**config.mk**
```make
export PLATFORM = sky130hd
export DESIGN_NAME = bmh_cmp
export DESIGN_NICKNAME = d
export VERILOG_FILES = /design/src/rtl/bmh_pkg.sv /design/src/rtl/bmh_cmp.sv
export SDC_FILE = /design/constraint.sdc
export NUM_CORES = 1
export LEC_CHECK = 0
export BUFFER_PORTS_ARGS = -buffer_cell sky130_fd_sc_hd__clkbuf_2
export CAP_MARGIN = 40
export CORE_UTILIZATION = 45
export DETAILED_ROUTE_END_ITERATION = 10
export PLACE_DENSITY = 0.85
export REMOVE_ABC_BUFFERS = 1
export SETUP_SLACK_MARGIN = 0.3
export SLEW_MARGIN = 5
export SYNTH_ARGS = -nofsm -noshare
export SYNTH_HDL_FRONTEND = slang
export SYNTH_SLANG_ARGS = --single-unit
```
**constraint.sdc**
```tcl
create_clock -name vclk -period 2.8
set_input_delay 0.42 -clock vclk [all_inputs]
set_output_delay 0.42 -clock vclk [all_outputs]
set_load 0.005 [all_outputs]
```
**src/rtl/bmh_pkg.sv**
```systemverilog
// shared types and constants of the binary max-heap
// sizes, status and operation codes, sequencer states, compare unit bundle
// no dependencies
package bmh_pkg;

  localparam int unsigned CAPACITY    = 1024;
  localparam int unsigned VALUE_WIDTH = 32;
  localparam int unsigned ADDR_W      = $clog2(CAPACITY);
  localparam int unsigned COUNT_W     = ADDR_W + 1;
  localparam int unsigned STATUS_W    = 2;
  localparam int unsigned IN_DATA_W   = ((VALUE_WIDTH + 7) / 8) * 8;
  localparam int unsigned OUT_DATA_W  = ((VALUE_WIDTH + COUNT_W + 7) / 8) * 8;

  // operation selector carried on the input tuser
  localparam logic KIND_INSERT  = 1'b0;
  localparam logic KIND_EXTRACT = 1'b1;

  typedef logic signed [VALUE_WIDTH-1:0] value_t;
  typedef logic [ADDR_W-1:0]             addr_t;
  typedef logic [COUNT_W-1:0]            count_t;

  localparam count_t COUNT_FULL = COUNT_W'(CAPACITY);

  typedef enum logic [STATUS_W-1:0] {
    STAT_OK    = 2'd0,
    STAT_EMPTY = 2'd1,
    STAT_FULL  = 2'd2
  } status_e;

  typedef enum logic [3:0] {
    ST_IDLE,
    ST_UP_CHK,
    ST_UP_CMP,
    ST_EX_LAST,
    ST_DN_LOAD,
    ST_DN_CHK,
    ST_DN_LEFT,
    ST_DN_RIGHT,
    ST_DN_CMP,
    ST_FIN
  } state_e;

  // which pair of operands the shared comparator looks at
  typedef enum logic [1:0] {
    CMP_UP,     // parent (read data) below moving value
    CMP_CHILD,  // left child below right child (read data)
    CMP_DOWN    // moving value below larger child
  } cmp_op_e;

  typedef struct packed {
    cmp_op_e op;
    value_t  cur;
    value_t  lval;
    value_t  child;
  } cmp_req_t;

endpackage

```
**src/rtl/bmh_cmp.sv**
```systemverilog
// shared signed comparator of the heap sequencer
// picks its operand pair by operation code; depends on bmh_pkg
module bmh_cmp (
  input  bmh_pkg::cmp_req_t req_i,
  input  bmh_pkg::value_t   rdata_i,
  output logic              lt_o
);

  bmh_pkg::value_t opa;
  bmh_pkg::value_t opb;

  // operand select
  always_comb begin
    unique case (req_i.op)
      bmh_pkg::CMP_UP: begin
        opa = rdata_i;
        opb = req_i.cur;
      end
      bmh_pkg::CMP_CHILD: begin
        opa = req_i.lval;
        opb = rdata_i;
      end
      bmh_pkg::CMP_DOWN: begin
        opa = req_i.cur;
        opb = req_i.child;
      end
      default: begin
        opa = req_i.cur;
        opb = req_i.child;
      end
    endcase
  end

  // strict signed less-than
  assign lt_o = (opa < opb);

endmodule

```
== Yosys cells after proc, flatten, opt, wreduce, memory -nomap -nowiden ==
Index checks and enable logic that the tools add are counted.
W data, S select, Z words.

* Output and inout port bits: 1
* ROM bits: 0
* Memories kept: 0
* RAM bits: 0
* Latch bits: 0
* Bits of input ports: 130
* Flip-flop bits (word level): 0

* Equal/unequal tests: 1
* Shift-type cells: 0
* Multipliers: 0
* Reduce and logical (&&, ||, !) cells: 1
* $lt $le $gt $ge: 1
* Add/sub/neg operators: 0
* Muxes and demuxes: 2
* Bitwise logic cells: 0
* Div/mod/pow operators: 0

{| class="wikitable"
|+ Operators with widths
! kind !! count
|-
| $pmux W32 S2 || 2
|-
| $lt A32 B32 Y1 || 1
|-
| $eq A2 B1 Y1 const B || 1
|-
| $logic_not A2 Y1 || 1
|}

== Logic depth before layout (Yosys ltp) ==
Gate-level depths: netlist of the first run.

* Word-level depth: 3
* Depth in mapped cells: 11

== Worst setup path after synthesis of the first run ==
No wires, ideal clock.

* Kind: input port to output port
* Start: input req_i[96] (netlist bit)
* End: output lt_o
* Path slack: 111 ps
* Buffers on the path: 2
* Data arrival time: 2269 ps
* Cell stages on the path: 11
* Data required time: 2380 ps
* Cells stage by stage: buf_4 -> buf_2 -> mux2i_1 -> nor2_1 -> a21oi_1 -> ha_1 -> a21o_1 -> nand3_2 -> a21oi_1 -> o31a_1 -> o32ai_2

* Cells in the longest elaborated chain, start to end: 3
* Elaborated cells between the ends (all ways): 5
* Those cells by class: 1 x order compare; 1 x eq/ne; 2 x mux; 1 x reduce/logical

{| class="wikitable"
|+ RTL lines
! what !! RTL line !! source
|-
| from (decl) || bmh_cmp.sv:4 || <nowiki>input bmh_pkg::cmp_req_t req_i,</nowiki>
|-
| $eq A2 B1 Y1 or $logic_not A2 Y1 (tied branches) || bmh_cmp.sv:14 || <nowiki>unique case (req_i.op)</nowiki>
|-
| $pmux W32 S2 || bmh_cmp.sv:14 ||
|-
| $lt A32 B32 Y1 * || bmh_cmp.sv:35 || <nowiki>assign lt_o = (opa < opb);</nowiki>
|-
| to (decl) || bmh_cmp.sv:6 || <nowiki>output logic lt_o</nowiki>
|}

Every way passes the cells marked *; elsewhere a longest branch is shown, timed or not.

== Worst setup path after layout of the first run ==
Same ends and word-level chain as after synthesis.

==> results.py, run 1 <==
metrics = {
    "setup_path": {
        "cp_num_buf_inv": 4,
        "cp_top_family": "compound AO/OA/AOI/OAI gates",
        "max_stage_delay_ps": 270,
        "path_class": "primary input to output pin",
        "arrival_ps": 2370,
        "crit_slowest_cell": "ha_1",
        "critPathCaptureType": "output pin",
        "critPathLaunchType": "primary input",
        "path_cells": "buf_12 > buf_12 > buf_4 > mux2i_1 > nor2_1 > a21oi_1 > ha_1 > a21oi_1 > a21boi_0 > o31a_1 > o32ai_2 > buf_2",
        "required_ps": 2380,
        "crit_fanout": 8,
    },
    "grt": {
        "grt_pass1_wl_um": 9114,
        "track_usage": 0.2435,
        "grt_pass1_vias": 2319,
        "grt_start_max_net_pins": 66,
        "grt.overflow.total": 0,
        "grt_antenna_before_repair": 0,
    },
    "drt": {
        "drt_pass1_iterations": 4,
        "top_layer": "met4",
        "vias_per_cell": 5.477,
        "met3_length_um": 285,
        "route.layer.met1.wl_um": 2439,
        "wl_met2_um": 3286,
        "ant_nets": 0,
        "wl_um": 6117,
        "routedWlPerCell_um": 12.69,
        "drt_iter0_markers": 89,
        "vias": 2640,
        "post-route-drc-count": 0,
    },
    "synthesis": {
        "yosys_warnings": 0,
        "synth_area_per_cell_sq_um": 6.751,
        "synth_area_leader_cell": "mux2i_1",
        "ys_top_cells_by_area": "mux2i_1, ha_1, a21oi_1",
        "netlist_instances": 296,
        "synth_top_area_share": 0.3106,
        "ys_types": 26,
        "synth-seq-area-share": 0,
        "syn-cell-area_sq_um": 1998,
    },
    "finish": {
        "utilization": 0.7361,
        "clockBufferCount": 0,
        "final_layout_size_suffix_gt1_frac": 0.4144,
        "regArea_sq_um": 0,
        "seq_cell_count": 0,
        "final_nets": 595,
        "antenna_cells": 0,
        "area_delta_synth_final_pct": 52.66,
    },
    "cts": {
        "hold_buffers": 0,
    },
    "timing": {
        "worstMarginPinSlew_ps": 243.4,
        "rsz0062_at_grt": "yes",
        "slew_viol_final": 0,
        "period_share": 0.9970,
        "layout_min_cycle_time_ps": 2792,
        "finalHoldViolCount": 0,
        "postLayoutSetupSlackWorst_ps": 8.351,
        "hold_slack_ps": 1541,
        "maxClockFrequency_mhz": 358.2,
        "slew_headroom": 0.8377,
        "setup_violations": 0,
    },
    "die": {
        "die_area_sq_um": 4711,
        "die-width_um": 68.64,
        "initial_core_util": 0.4822,
        "die_y_um": 68.64,
        "core-area_sq_um": 4144,
        "row_count": 23,
        "ios": 131,
    },
    "pwr": {
        "clock_power_share": 0,
        "ir_drop_mv": 0.1658,
        "internal_power_w": 0.0002820,
        "power_density_nw_per_um2": 178.4,
        "switching_share": 0.4817,
        "pwr-share-comb": 1.000,
        "leakage_nw": 1.656,
        "pwr-share-seq": 0,
        "p_switching_w": 0.0002622,
    },
    "placed_design": {
        "port_buffers": 131,
        "dp_hpwl_um": 4512,
        "place.gp.congestion": 0.7575,
        "dpl_worst_slack_ps": -90.71,
    },
    "run": {
        "cap_violations": 0,
    },
    "hold_path": {
        "hold_class": "primary input to output pin",
    },
    "status": {
        "outcome": "finished, final reports clean",
    },
}
[cells in the final DEF (no fill, tap or decap), types with 2 or more instances in the layout]
cell type  instances
ha_1              30
nand4_1            6
o21ai_1            6
nand2_1           39
mux2i_1           60
buf_12             8
a31oi_1            2
buf_4             16
buf_16             2
mux2i_2            2
a21oi_1           35
nand3_1            4
o21ai_0           28
clkbuf_2         128
a21oi_2           11
nor2_1            35
[logic make-up (layout without fill, tap and decap cells)]
family                     count (synthesis)  count (layout)  share of synthesized area
adders and majority gates                 31              31                     0.1941
muxes                                     62              62                     0.3106
and+or+nand+nor                           91              91                     0.1985
AOI/OAI and AO/OA                         90              90                     0.2411
buffers and inverters                     22             158                    0.05573
[cell usage after synthesis, drive strengths merged, types with 2 or more instances]
master and n:
nand2 39, buf 13, nand4 7, nand3 5, o21ai 35, mux2i 62, a21oi 46, nor2 36
a31oi 2, clkbuf 8, ha 31
[final cells by class]
type / instances / area [sq um]
Fill cell: 331 / 1094
Multi-Input combinational cell: 274 / 1977
Timing Repair Buffer: 157 / 1007
Inverter: 1 / 3.754
Tap cell: 50 / 62.56
[path summary, 6_finish.rpt]
path,from,end,cells after the start
worst max-delay path,req_i[96],lt_o,12
worst min-delay path,req_i[31],lt_o,6
[power by group through the flow]
stage | Clock (W) | Combinational, W | Sequential (W)
floorplan | 0 | 0.000242 | 0
global placement | 0 | 0.000439 | 0
detailed placement | 0 | 0.000455 | 0
CTS | 0 | 0.000503 | 0
global route | 0 | 0.000607 | 0
finish | 0 | 0.000544 | 0
[what timing repair did]
action	in CTS	in global routing
setup buffers	9	5
cloned	2	0
gates resized for setup	16	19
pin swaps	17	17
setup endpoints to repair	1	1
[per-stage QoR]
step,cell area [sq um],TNS (ps),total power [W],instances
3_3_place_gp,2739,-44.02,0.0004390,466
5_1_grt,3050,-120.0,0.0006073,482
2_1_floorplan,1891,0,0.0002423,275
4_1_cts,2952,0,0.0005026,477
6_report,3050,0,0.0005442,482
3_5_place_dp,2739,-90.71,0.0004550,466
[metal layers]
| metal | up-vias | global-route usage |
|---|---|---|
| met5 | - | 0 |
| met4 | 0 | 0.04688 |
| met3 | 14 | 0.01151 |
| met2 | 87 | 0.5000 |
| met1 | 1173 | 0.2694 |
| li1 | 1366 | - |
[tightest hold or removal path, stage by stage]
cell	delay, ps
clkbuf_2	90
a21oi_1	140
ha_1	150
buf_4	130
o32ai_2	60
buf_2	130
Note: power is estimated with default switching activity, not from simulation.
==> run 2: changes to the inputs <==
--- a/config.mk
+++ b/config.mk
@@ -7,9 +7,10 @@
 export LEC_CHECK = 0
 export BUFFER_PORTS_ARGS = -buffer_cell sky130_fd_sc_hd__clkbuf_2
 export CAP_MARGIN = 40
+export CORE_MARGIN = 5
 export CORE_UTILIZATION = 45
 export DETAILED_ROUTE_END_ITERATION = 10
-export PLACE_DENSITY = 0.85
+export PLACE_DENSITY_LB_ADDON = 0.12
 export REMOVE_ABC_BUFFERS = 1
 export SETUP_SLACK_MARGIN = 0.3
 export SLEW_MARGIN = 5
==> run 2 against run 1 <==
Effect of this change: the run now ends with setup timing left; non-clock buffer count rose by 3; cell area fell by 0.82%; critical path depth rose by 2; critical path type unchanged.
==> results.py, run 2 (synthesis results as in run 1) <==
metrics = {
    "status": {
        "outcome": "finished with violations",
        "violations": "setup timing",
    },
    "grt": {
        "grt_antenna_before_repair": 0,
        "track_usage": 0.1764,
        "grt_start_max_net_pins": 68,
        "grt_pass1_wl_um": 9370,
        "grt.overflow.total": 0,
        "grt_pass1_vias": 2294,
    },
    "timing": {
        "maxClockFrequency_mhz": 346.0,
        "postLayoutSetupSlackWorst_ps": -89.93,
        "layout_min_cycle_time_ps": 2890,
        "worstMarginPinSlew_ps": 348.2,
        "rsz0062_at_grt": "yes",
        "fin_tns_setup_ps": -89.93,
        "finalHoldViolCount": 0,
        "period_share": 1.032,
        "setup_violations": 1,
        "slew_viol_final": 0,
        "hold_slack_ps": 1522,
        "slew_headroom": 0.7678,
    },
    "pwr": {
        "leakage_nw": 1.670,
        "power_density_nw_per_um2": 171.3,
        "power_w": 0.0005182,
        "ir_drop_mv": 0.1022,
    },
    "finish": {
        "final_cells": 487,
        "seq_cell_count": 0,
        "layout_common_cells": "clkbuf_2, mux2i_1, a21oi_1",
        "fin_area_sq_um": 3025,
        "final_layout_size_suffix_gt1_frac": 0.4000,
        "antenna_cells": 0,
        "final_common_cell": "clkbuf_2",
        "regArea_sq_um": 0,
        "clockBufferCount": 0,
        "final_nets": 598,
        "area_delta_synth_final_pct": 51.41,
    },
    "setup_path": {
        "critPathCaptureType": "output pin",
        "cp_num_buf_inv": 5,
        "path_class": "primary input to output pin",
        "cp_common_cell": "a21oi_2",
        "crit_fanout": 7,
        "critPathLaunchType": "primary input",
        "arrival_ps": 2470,
        "required_ps": 2380,
        "cp_top_family": "compound AO/OA/AOI/OAI gates",
        "max_stage_delay_ps": 300,
        "path_cells": "buf_12 > buf_12 > buf_16 > buf_8 > mux2i_1 > nor2_1 > a21oi_1 > ha_1 > a21oi_2 > o21ai_1 > a21oi_2 > a21oi_2 > o32ai_2 > buf_2",
        "crit_slowest_cell": "ha_1",
    },
    "placed_design": {
        "place_area_sq_um": 2809,
        "dp_cells": 477,
        "place.gp.congestion": 0.7638,
        "dp_hpwl_um": 4814,
        "port_buffers": 131,
    },
    "drt": {
        "wl_um": 6023,
        "vias_per_cell": 5.300,
        "post-route-drc-count": 0,
        "drt_iter0_markers": 104,
        "top_layer": "met4",
        "met3_length_um": 414,
        "routedWlPerCell_um": 12.37,
        "vias": 2581,
        "drt_pass1_iterations": 6,
        "wl_met2_um": 3004,
        "ant_nets": 0,
        "route.layer.met1.wl_um": 2575,
    },
    "run": {
        "cap_violations": 0,
    },
    "die": {
        "die-width_um": 76.64,
        "row_count": 24,
        "ios": 131,
        "die_y_um": 76.64,
        "die_area_sq_um": 5873,
        "initial_core_util": 0.4621,
        "core-area_sq_um": 4324,
    },
    "hold_path": {
        "hold_class": "primary input to output pin",
    },
    "cts": {
        "hold_buffers": 0,
    },
}
run 2: path summary, 6_finish.rpt:
path | from | endpoint | cells past startpoint
max | req_i[96] | lt_o | 14
min | req_i[94] | lt_o | 8
run 2: timing repair:
item | CTS | global route
cloned | 2 | 0
setup buffers | 1 | 7
pin swaps | 9 | 21
setup endpoints to repair | 1 | 1
resized for setup | 7 | 22
run 2: stage by stage:
step                      worst slack [ps]    util
after floorplan                      569.1       -
after global placement              -137.6  0.6496
after detailed placement            -168.6  0.6496
after CTS                           -57.49  0.6701
after global routing                -168.5  0.6997
final                               -89.93  0.6997
run 2: where the power goes:
group	total (W)	switching (W)	internal (W)
Combinational	0.000518	0.000246	0.000273
Clock	0	0	0
Sequential	0	0	0
Total	0.000518	0.000246	0.000273
run 2: routing by layer:
layer / vias to the layer above / GRT usage
met5: - / 0
met4: 0 / 0.005245
met3: 2 / 0.02364
met2: 79 / 0.3228
met1: 1123 / 0.2294
li1: 1377 / -
run 2: area by class of cell:
cell class	count	area [sq um]
Multi-Input combinational cell	274	1936
Fill cell	390	1299
Timing Repair Buffer	160	1021
Tap cell	52	65.06
Inverter	1	3.754
run 2: tightest hold or removal path: stages:
cell and delay, ps:
clkbuf_2 90, nand2_1 40, o21ai_0 70, ha_1 140
nor2b_1 40, nand4_1 100, o32ai_2 80, buf_2 120
