--- src/rtl/bmh_pkg.sv ---
// shared types and constants of the binary max-heap
// sizes, status and operation codes, sequencer states, compare unit bundle
// no dependencies
package bmh_pkg;

  localparam int unsigned CAPACITY    = 1024;
  localparam int unsigned VALUE_WIDTH = 32;
  localparam int unsigned ADDR_W      = $clog2(CAPACITY);
  localparam int unsigned COUNT_W     = ADDR_W + 1;
  localparam int unsigned STATUS_W    = 2;
  localparam int unsigned IN_DATA_W   = ((VALUE_WIDTH + 7) / 8) * 8;
  localparam int unsigned OUT_DATA_W  = ((VALUE_WIDTH + COUNT_W + 7) / 8) * 8;

  // operation selector carried on the input tuser
  localparam logic KIND_INSERT  = 1'b0;
  localparam logic KIND_EXTRACT = 1'b1;

  typedef logic signed [VALUE_WIDTH-1:0] value_t;
  typedef logic [ADDR_W-1:0]             addr_t;
  typedef logic [COUNT_W-1:0]            count_t;

  localparam count_t COUNT_FULL = COUNT_W'(CAPACITY);

  typedef enum logic [STATUS_W-1:0] {
    STAT_OK    = 2'd0,
    STAT_EMPTY = 2'd1,
    STAT_FULL  = 2'd2
  } status_e;

  typedef enum logic [3:0] {
    ST_IDLE,
    ST_UP_CHK,
    ST_UP_CMP,
    ST_EX_LAST,
    ST_DN_LOAD,
    ST_DN_CHK,
    ST_DN_LEFT,
    ST_DN_RIGHT,
    ST_DN_CMP,
    ST_FIN
  } state_e;

  // which pair of operands the shared comparator looks at
  typedef enum logic [1:0] {
    CMP_UP,     // parent (read data) below moving value
    CMP_CHILD,  // left child below right child (read data)
    CMP_DOWN    // moving value below larger child
  } cmp_op_e;

  typedef struct packed {
    cmp_op_e op;
    value_t  cur;
    value_t  lval;
    value_t  child;
  } cmp_req_t;

endpackage

--- src/rtl/bmh_seq.sv ---
// sequencer of the heap: sift up and sift down one level at a time
// drives the entry memory and the shared comparator; depends on bmh_pkg
module bmh_seq (
  input  logic                              clk_i,
  input  logic                              rst_ni,
  // input beat
  input  logic                              in_valid_i,
  output logic                              in_ready_o,
  input  logic                              in_kind_i,
  input  bmh_pkg::value_t                   in_value_i,
  // result beat
  output logic                              out_valid_o,
  input  logic                              out_ready_i,
  output bmh_pkg::value_t                   out_value_o,
  output bmh_pkg::status_e                  out_status_o,
  output bmh_pkg::count_t                   out_count_o,
  // entry memory
  output logic                              mem_we_o,
  output bmh_pkg::addr_t                    mem_waddr_o,
  output bmh_pkg::value_t                   mem_wdata_o,
  output logic                              mem_re_o,
  output bmh_pkg::addr_t                    mem_raddr_o,
  input  bmh_pkg::value_t                   mem_rdata_i,
  // shared comparator
  output bmh_pkg::cmp_req_t                 cmp_req_o,
  input  logic                              cmp_lt_i
);

  bmh_pkg::state_e  state_q, state_d;
  bmh_pkg::addr_t   pos_q, pos_d;
  bmh_pkg::count_t  cnt_q, cnt_d;
  bmh_pkg::value_t  cur_q, cur_d;
  bmh_pkg::value_t  lval_q, lval_d;
  bmh_pkg::value_t  child_q, child_d;
  bmh_pkg::addr_t   cidx_q, cidx_d;
  bmh_pkg::value_t  pend_res_q, pend_res_d;
  bmh_pkg::status_e pend_stat_q, pend_stat_d;
  logic             out_valid_q, out_valid_d;
  bmh_pkg::value_t  res_q, res_d;
  bmh_pkg::status_e stat_q, stat_d;
  bmh_pkg::count_t  ocnt_q, ocnt_d;

  bmh_pkg::addr_t   parent;
  bmh_pkg::count_t  lc;
  bmh_pkg::count_t  rc;

  // heap index arithmetic
  assign parent = bmh_pkg::addr_t'(pos_q - bmh_pkg::addr_t'(1)) >> 1;
  assign lc     = {pos_q, 1'b1};
  assign rc     = lc + bmh_pkg::count_t'(1);

  // state and control registers
  always_ff @(posedge clk_i or negedge rst_ni) begin
    if (!rst_ni) begin
      state_q     <= bmh_pkg::ST_IDLE;
      cnt_q       <= '0;
      out_valid_q <= 1'b0;
    end else begin
      state_q     <= state_d;
      cnt_q       <= cnt_d;
      out_valid_q <= out_valid_d;
    end
  end

  // datapath registers
  always_ff @(posedge clk_i) begin
    pos_q       <= pos_d;
    cur_q       <= cur_d;
    lval_q      <= lval_d;
    child_q     <= child_d;
    cidx_q      <= cidx_d;
    pend_res_q  <= pend_res_d;
    pend_stat_q <= pend_stat_d;
    res_q       <= res_d;
    stat_q      <= stat_d;
    ocnt_q      <= ocnt_d;
  end

  // next state and outputs
  always_comb begin
    state_d     = state_q;
    pos_d       = pos_q;
    cnt_d       = cnt_q;
    cur_d       = cur_q;
    lval_d      = lval_q;
    child_d     = child_q;
    cidx_d      = cidx_q;
    pend_res_d  = pend_res_q;
    pend_stat_d = pend_stat_q;
    res_d       = res_q;
    stat_d      = stat_q;
    ocnt_d      = ocnt_q;
    out_valid_d = out_valid_q && !out_ready_i;
    in_ready_o  = 1'b0;
    mem_we_o    = 1'b0;
    mem_waddr_o = pos_q;
    mem_wdata_o = cur_q;
    mem_re_o    = 1'b0;
    mem_raddr_o = pos_q;
    cmp_req_o.op    = bmh_pkg::CMP_DOWN;
    cmp_req_o.cur   = cur_q;
    cmp_req_o.lval  = lval_q;
    cmp_req_o.child = child_q;

    unique case (state_q)
      bmh_pkg::ST_IDLE: begin
        in_ready_o = 1'b1;
        if (in_valid_i) begin
          pend_res_d  = '0;
          pend_stat_d = bmh_pkg::STAT_OK;
          if (in_kind_i == bmh_pkg::KIND_INSERT) begin
            if (cnt_q >= bmh_pkg::COUNT_FULL) begin
              pend_stat_d = bmh_pkg::STAT_FULL;
              state_d     = bmh_pkg::ST_FIN;
            end else begin
              cur_d   = in_value_i;
              pos_d   = cnt_q[bmh_pkg::ADDR_W-1:0];
              cnt_d   = cnt_q + bmh_pkg::count_t'(1);
              state_d = bmh_pkg::ST_UP_CHK;
            end
          end else begin
            if (cnt_q == '0) begin
              pend_stat_d = bmh_pkg::STAT_EMPTY;
              state_d     = bmh_pkg::ST_FIN;
            end else begin
              // fetch the root first
              mem_re_o    = 1'b1;
              mem_raddr_o = '0;
              cnt_d       = cnt_q - bmh_pkg::count_t'(1);
              state_d     = bmh_pkg::ST_EX_LAST;
            end
          end
        end
      end

      // sift up: fetch the parent unless at the root
      bmh_pkg::ST_UP_CHK: begin
        if (pos_q == '0) begin
          mem_we_o = 1'b1;
          state_d  = bmh_pkg::ST_FIN;
        end else begin
          mem_re_o    = 1'b1;
          mem_raddr_o = parent;
          state_d     = bmh_pkg::ST_UP_CMP;
        end
      end

      // sift up: pull the parent down while it is smaller
      bmh_pkg::ST_UP_CMP: begin
        cmp_req_o.op = bmh_pkg::CMP_UP;
        mem_we_o     = 1'b1;
        if (cmp_lt_i) begin
          mem_wdata_o = mem_rdata_i;
          pos_d       = parent;
          state_d     = bmh_pkg::ST_UP_CHK;
        end else begin
          state_d = bmh_pkg::ST_FIN;
        end
      end

      // root arrives, fetch the last entry
      bmh_pkg::ST_EX_LAST: begin
        pend_res_d  = mem_rdata_i;
        mem_re_o    = 1'b1;
        mem_raddr_o = cnt_q[bmh_pkg::ADDR_W-1:0];
        state_d     = bmh_pkg::ST_DN_LOAD;
      end

      bmh_pkg::ST_DN_LOAD: begin
        cur_d   = mem_rdata_i;
        pos_d   = '0;
        state_d = bmh_pkg::ST_DN_CHK;
      end

      // sift down: stop at a leaf, else fetch the left child
      bmh_pkg::ST_DN_CHK: begin
        if (lc >= cnt_q) begin
          mem_we_o = 1'b1;
          state_d  = bmh_pkg::ST_FIN;
        end else begin
          mem_re_o    = 1'b1;
          mem_raddr_o = lc[bmh_pkg::ADDR_W-1:0];
          state_d     = bmh_pkg::ST_DN_LEFT;
        end
      end

      // left child arrives, fetch the right one if present
      bmh_pkg::ST_DN_LEFT: begin
        lval_d = mem_rdata_i;
        if (rc < cnt_q) begin
          mem_re_o    = 1'b1;
          mem_raddr_o = rc[bmh_pkg::ADDR_W-1:0];
          state_d     = bmh_pkg::ST_DN_RIGHT;
        end else begin
          child_d = mem_rdata_i;
          cidx_d  = lc[bmh_pkg::ADDR_W-1:0];
          state_d = bmh_pkg::ST_DN_CMP;
        end
      end

      // larger child, left wins a tie
      bmh_pkg::ST_DN_RIGHT: begin
        cmp_req_o.op = bmh_pkg::CMP_CHILD;
        if (cmp_lt_i) begin
          child_d = mem_rdata_i;
          cidx_d  = rc[bmh_pkg::ADDR_W-1:0];
        end else begin
          child_d = lval_q;
          cidx_d  = lc[bmh_pkg::ADDR_W-1:0];
        end
        state_d = bmh_pkg::ST_DN_CMP;
      end

      // move the child up while it is larger than the moving value
      bmh_pkg::ST_DN_CMP: begin
        cmp_req_o.op = bmh_pkg::CMP_DOWN;
        mem_we_o     = 1'b1;
        if (cmp_lt_i) begin
          mem_wdata_o = child_q;
          pos_d       = cidx_q;
          state_d     = bmh_pkg::ST_DN_CHK;
        end else begin
          state_d = bmh_pkg::ST_FIN;
        end
      end

      // hand the result to the output register once it is free
      bmh_pkg::ST_FIN: begin
        if (!out_valid_q || out_ready_i) begin
          out_valid_d = 1'b1;
          res_d       = pend_res_q;
          stat_d      = pend_stat_q;
          ocnt_d      = cnt_q;
          state_d     = bmh_pkg::ST_IDLE;
        end
      end

      default: begin
        state_d = bmh_pkg::ST_IDLE;
      end
    endcase
  end

  assign out_valid_o  = out_valid_q;
  assign out_value_o  = res_q;
  assign out_status_o = stat_q;
  assign out_count_o  = ocnt_q;

endmodule

--- config.mk ---
export PLATFORM = sky130hd
export DESIGN_NAME = bmh_seq
export DESIGN_NICKNAME = d
export VERILOG_FILES = /design/src/rtl/bmh_pkg.sv /design/src/rtl/bmh_seq.sv
export SDC_FILE = /design/constraint.sdc
export NUM_CORES = 1
export LEC_CHECK = 0
export ABC_AREA = 1
export BUFFER_PORTS_ARGS = -buffer_cell sky130_fd_sc_hd__buf_2
export CORE_MARGIN = 2
export CORE_UTILIZATION = 53
export CTS_CLUSTER_DIAMETER = 40
export DETAILED_ROUTE_END_ITERATION = 10
export PLACE_DENSITY = 0.78
export SLEW_MARGIN = 40
export SYNTH_ARGS = -nofsm -noshare
export SYNTH_HDL_FRONTEND = slang
export SYNTH_SLANG_ARGS = --single-unit
export TNS_END_PERCENT = 100
--- constraint.sdc ---
create_clock -name clk_i -period 4.95 [get_ports clk_i]
set_clock_uncertainty 0.05 [all_clocks]
set_input_delay 0.99 -clock clk_i [delete_from_list [all_inputs] [get_ports clk_i]]
set_output_delay 0.99 -clock clk_i [all_outputs]
set_load 0.005 [all_outputs]
Yosys cells after proc, flatten, opt, wreduce, memory -nomap -nowiden:

Index checks and enable logic that the tools add are counted.

* magnitude comparators: 3
* eq/ne operators: 18
* mux-type cells: 59
* add/sub/neg operators: 4
* reductions and logical operators: 20

Operators by type and width (number)
* $mux W32: 8
* $pmux W32 S2: 4
* $mux W10: 13
* $pmux W10 S5: 1
* $mux W4: 10
* $pmux W10 S4: 1
* $pmux W4 S10: 1
* $mux W11: 3
* $add A11 B1 Y11 const B: 2
* $pmux W10 S2: 1
* $ne A2 B2 Y1 const B: 9
* $eq A4 B3 Y1 const B: 4
* $mux W1: 12
* $ge A11 B11 Y1: 1
* $ge A11 B11 Y1 const B: 1
* $logic_not A11 Y1: 1
* $lt A11 B11 Y1: 1
* $sub A11 B1 Y11 const B: 1
* $logic_not A10 Y1: 1
* $reduce_and A2 Y1: 5
* $sub A10 B1 Y10 const B: 1
* $eq A4 B2 Y1 const B: 2
* $eq A4 B4 Y1 const B: 2
* $reduce_and A4 Y1: 2
* 13 further kinds: 17

* register bits: 211

Logic depth before layout (Yosys ltp):

* depth after elaboration: 5
* mapped depth: 19
* gate-level depth less buffers: 18

Worst setup path before layout:

OpenSTA, ideal clock, no wires.

* path type: input to register
* start point: input out_ready_i
* end point: register ocnt_q[0] (netlist: out_count_o[0]) (enable)
* setup slack: 1.171 ns
* stages: 2
* path buffers: 0
* arrival time: 3.266 ns
* library setup time: 0.463 ns
* data required time: 4.437 ns
* cell sequence: inv_1 a21oi_1

* cells in the longest elaborated chain, start to end: 2

RTL lines
* from (decl): line bmh_seq.sv:13 `input logic out_ready_i,`
* $logic_or A1 B1 Y1: line bmh_seq.sv:229 `if (!out_valid_q || out_ready_i) begin`
* $reduce_and A2 Y1 (no line)
* to (signal assigned): line bmh_seq.sv:76 `ocnt_q <= ocnt_d;`
* to (decl): line bmh_seq.sv:41 `bmh_pkg::count_t ocnt_q, ocnt_d;`

Every way passes these cells.
A chain may end at the register's enable or synchronous reset.

Worst setup path in the final report:

* start point: register pos_q[0] (netlist: mem_waddr_o[0])
* end point: output mem_raddr_o[4]

* cells in the longest elaborated chain, start to end: 4

RTL lines
* from (decl): line bmh_seq.sv:30 `bmh_pkg::addr_t pos_q, pos_d;`
* from (signal assigned): line bmh_seq.sv:67 `pos_q <= pos_d;`
* $add A11 B1 Y11: line bmh_seq.sv:50 `assign rc = lc + bmh_pkg::count_t'(1);`
* $lt A11 B11 Y1: line bmh_seq.sv:190 `if (rc < cnt_q) begin`
* $mux W10: line bmh_seq.sv:190
* $pmux W10 S5 (*): line bmh_seq.sv:105 `unique case (state_q)`
* to (decl): line bmh_seq.sv:22 `output bmh_pkg::addr_t mem_raddr_o,`

Every way passes the cells marked *; elsewhere a longest branch is shown, timed or not.

==> reports/summary.txt <==
Outcome - finished, final reports clean
Clk_lat worst skew - 0.54 ns
P_sw - 3.144 mW
Buf/Inv on CP - 2
CP Class - flop to output pin
Critical path's top delay family - simple AND/OR/NAND/NOR gates
CTS buffer count - 29
Slowest cell delay on critical path - 0.49 ns
Remaining DRCs - 0
Mapped Area - 0.01025 mm^2
Cell Rows - 50
Worst slew margin relative to its limit - 0.4696
Finished layout cell area - 0.01284 mm^2
Max cap viols - 0
Core ar. - 0.01883 mm^2
Die height - 143.1 um
Syn Area/Cell - 10.01 um^2
Fin. max-slew vios - 0
DR vias/cell - 5.498
Number of hold-repair buffers added at the cts stage - 0
CTS tree - done
Fillers - 1452
Count of final hold-check violations - 0
Prevailing post-synth register cell - edfxtp_1
Clock Path Buffers - 3
RSZ-0062 raised after global routing - false
IO Pins - 269
Antenna violations before repair - 1
Seq pwr share - 0.369
Buffers added on ports - 268
Postcts setup bufs - 0
Number of global-route vias before repair - 8513
Register area share after synthesis - 0.6101
Worst Tran Pin Value - 0.7939 ns
Hold slack - 0.3189 ns
Total area of sequential cells - 0.006256 mm^2
CP cell instances - ha_1 > nand3_1 > nor2_1 > nand3_1 > xor2_1 > inv_1 > ha_1 > nand2_1 > nor2_1 > nand2_1 > nand3_1 > nor2_2 > nor2_2 > nand3_2 > o21ai_1 > buf_2
Fmax - 215.9 MHz
Total vias in the final route - 8698
Clock transition at path regs - 0.06 ns
Place WS - 0.9448 ns
Synthesis-to-finish area growth - 25.23%
Total grt overflow - 0
Fin crit share - 0.9356
Commonest non-fill, non-tap cell in the layout - buf_2
Ys async rst share - 0.07583
Largest net degree at the start of global routing - 65
GRT Util Overall - 0.2999
Switching share of total power - 0.3940
First-pass GRT wire length - 46840 um
Final nets - 1403
Detailed Route Iter0 Violations - 669
CP Capture Type - output pin
Synthesized instance count - 1024
Commonest non-fill, non-tap cells in the layout - buf_2, nand2_1, edfxtp_1
Slowest cell on crit path - edfxtp_1
Peak VDD IR - 0.3906 mV
Clock root cell - clkbuf_16
Post-CTS Resized - 0
Most numerous cell on the critical path - nand3_1
Final TNS setup - 0 ns
Critical path required time - 3.91 ns
Leakage - 5.625 nW
Clk network pwr share - 0.238
Endpoints failing setup - 0
Number of H-tree levels - 1
Post-synth EDFFs - 195
Detail Placement HPWL - 22270 um
Post-route setup slack - 0.3186 ns
Startpoint class of the critical path - flop
DR pass1 iterations - 6
Die area - 0.02048 mm^2
DP Area - 0.01195 mm^2
Synth warn - 0
FF+latch count, synth - 211
Multi-input gate area - 0.003483 mm^2
Share of layout cells above drive strength 1 - 0.2755
GP Congestion - 1.040
CP Data Arrival Time - 3.59 ns
Total Routed Length - 31090 um
Die W - 143.1 um
Largest driver fanout on the critical path - 8
Wire per inst - 19.65 um
Core Util, Final - 0.6820
Fin crit period - 4.631 ns
Post-synth net total - 1126
Synth cell types - 34
Int Pwr - 4.835 mW
Initial core utilization - 0.5446
Power Dens Cells - 621.3 mW/mm^2
Final antenna-violating net count - 0
# clock sinks - 211
HP Class - input pin to async pin
Combinational power share - 0.393
-- metrics by stage --
stage	std cells	total power [mW]
global placement	1527	5.948
CTS	1581	7.956
detailed placement	1530	6.042
global route	1582	8.435
finish	1582	7.979
floorplan	1024	4.695
-- cell usage after synthesis (all sizes together) (2+ instances only) --
cell / count / area share
nand2: 230 / 0.085
edfxtp: 195 / 0.57
nor2: 133 / 0.056
inv: 108 / 0.040
o21ai: 94 / 0.046
a21oi: 54 / 0.026
nand3: 45 / 0.023
o211ai: 35 / 0.026
ha: 31 / 0.038
clkbuf: 25 / 0.0092
xor2: 17 / 0.015
dfrtp: 16 / 0.039
buf: 9 / 0.0048
nand4: 7 / 0.0043
nor3: 5 / 0.0024
o21bai: 5 / 0.0037
a21o: 4 / 0.0029
a31oi: 2 / 0.0012
xnor2: 2 / 0.0017
-- registers in the layout (all words and copies together), names as in the netlist, 10 cells and up --
| signal | cells |
|---|---|
| cidx_q | 10 |
| out_value_o | 32 |
| out_count_o | 11 |
| cnt_q | 11 |
| lval_q | 32 |
| pend_res_q | 32 |
| child_q | 32 |
| cur_q | 32 |
| mem_waddr_o | 10 |
-- cells by family after synthesis --
kind of cell / synth area share
AND/OR/NAND/NOR: 0.1711
adder cells (fa/ha/maj): 0.03978
XOR/XNOR: 0.01623
flip-flops: 0.6101
buffers and inverters: 0.05344
AO/OA/AOI/OAI: 0.1094
-- path summary, 6_finish.rpt --
check                                from              to  slack, ns  cells after the start
max                        mem_waddr_o[0]  mem_raddr_o[4]       0.32                     16
min                                rst_ni      state_q[0]       0.32                      1
max reg2reg                mem_waddr_o[0]       cidx_q[9]       1.39                     14
min reg2reg                 pend_res_q[4]  out_value_o[4]       0.36                      0
max in group asynchronous          rst_ni      state_q[2]       4.24                      1
min in group clk_i          pend_res_q[4]  out_value_o[4]       0.36                      0
-- worst register-to-register path, delay by kind of cell, from the launching register on --
kind	cells	cell delay, ns
xor gates and xnor gates	1	0.28
adders and majority gates	2	0.52
buffers and inverters	2	0.38
DFF	1	0.49
and+or+nand+nor	9	1.51
-- per-layer routing --
layer / share of wire / vias to the layer above / GRT usage / wire length [um]
li1: - / 4066 / - / -
met3: 0.095 / 95 / 0.06304 / 2946
met5: 0 / - / 0 / 0
met1: 0.38 / 4032 / 0.3874 / 11790
met4: 0.042 / 0 / 0.1324 / 1294
met2: 0.48 / 505 / 0.4911 / 15060
-- cell type report --
type	instances	share of cell area
Multi-Input combinational cell	671	0.2712
Clock inverter	15	0.01062
Tap cell	260	0.02533
Antenna cell	1	0.0001949
Clock buffer	36	0.05855
Sequential cell	211	0.4871
Inverter	108	0.03176
Timing Repair Buffer	280	0.1152
-- power groups by stage --
stage	combinational (mW)	sequential (mW)	clock, mW
after floorplan	1.84	2.85	0
after global placement	2.99	2.96	0
after detailed placement	3.08	2.96	0
after CTS	3.11	2.93	1.91
after global routing	3.47	2.98	1.99
final	3.13	2.94	1.90
Power figures use the tool's default switching activity.
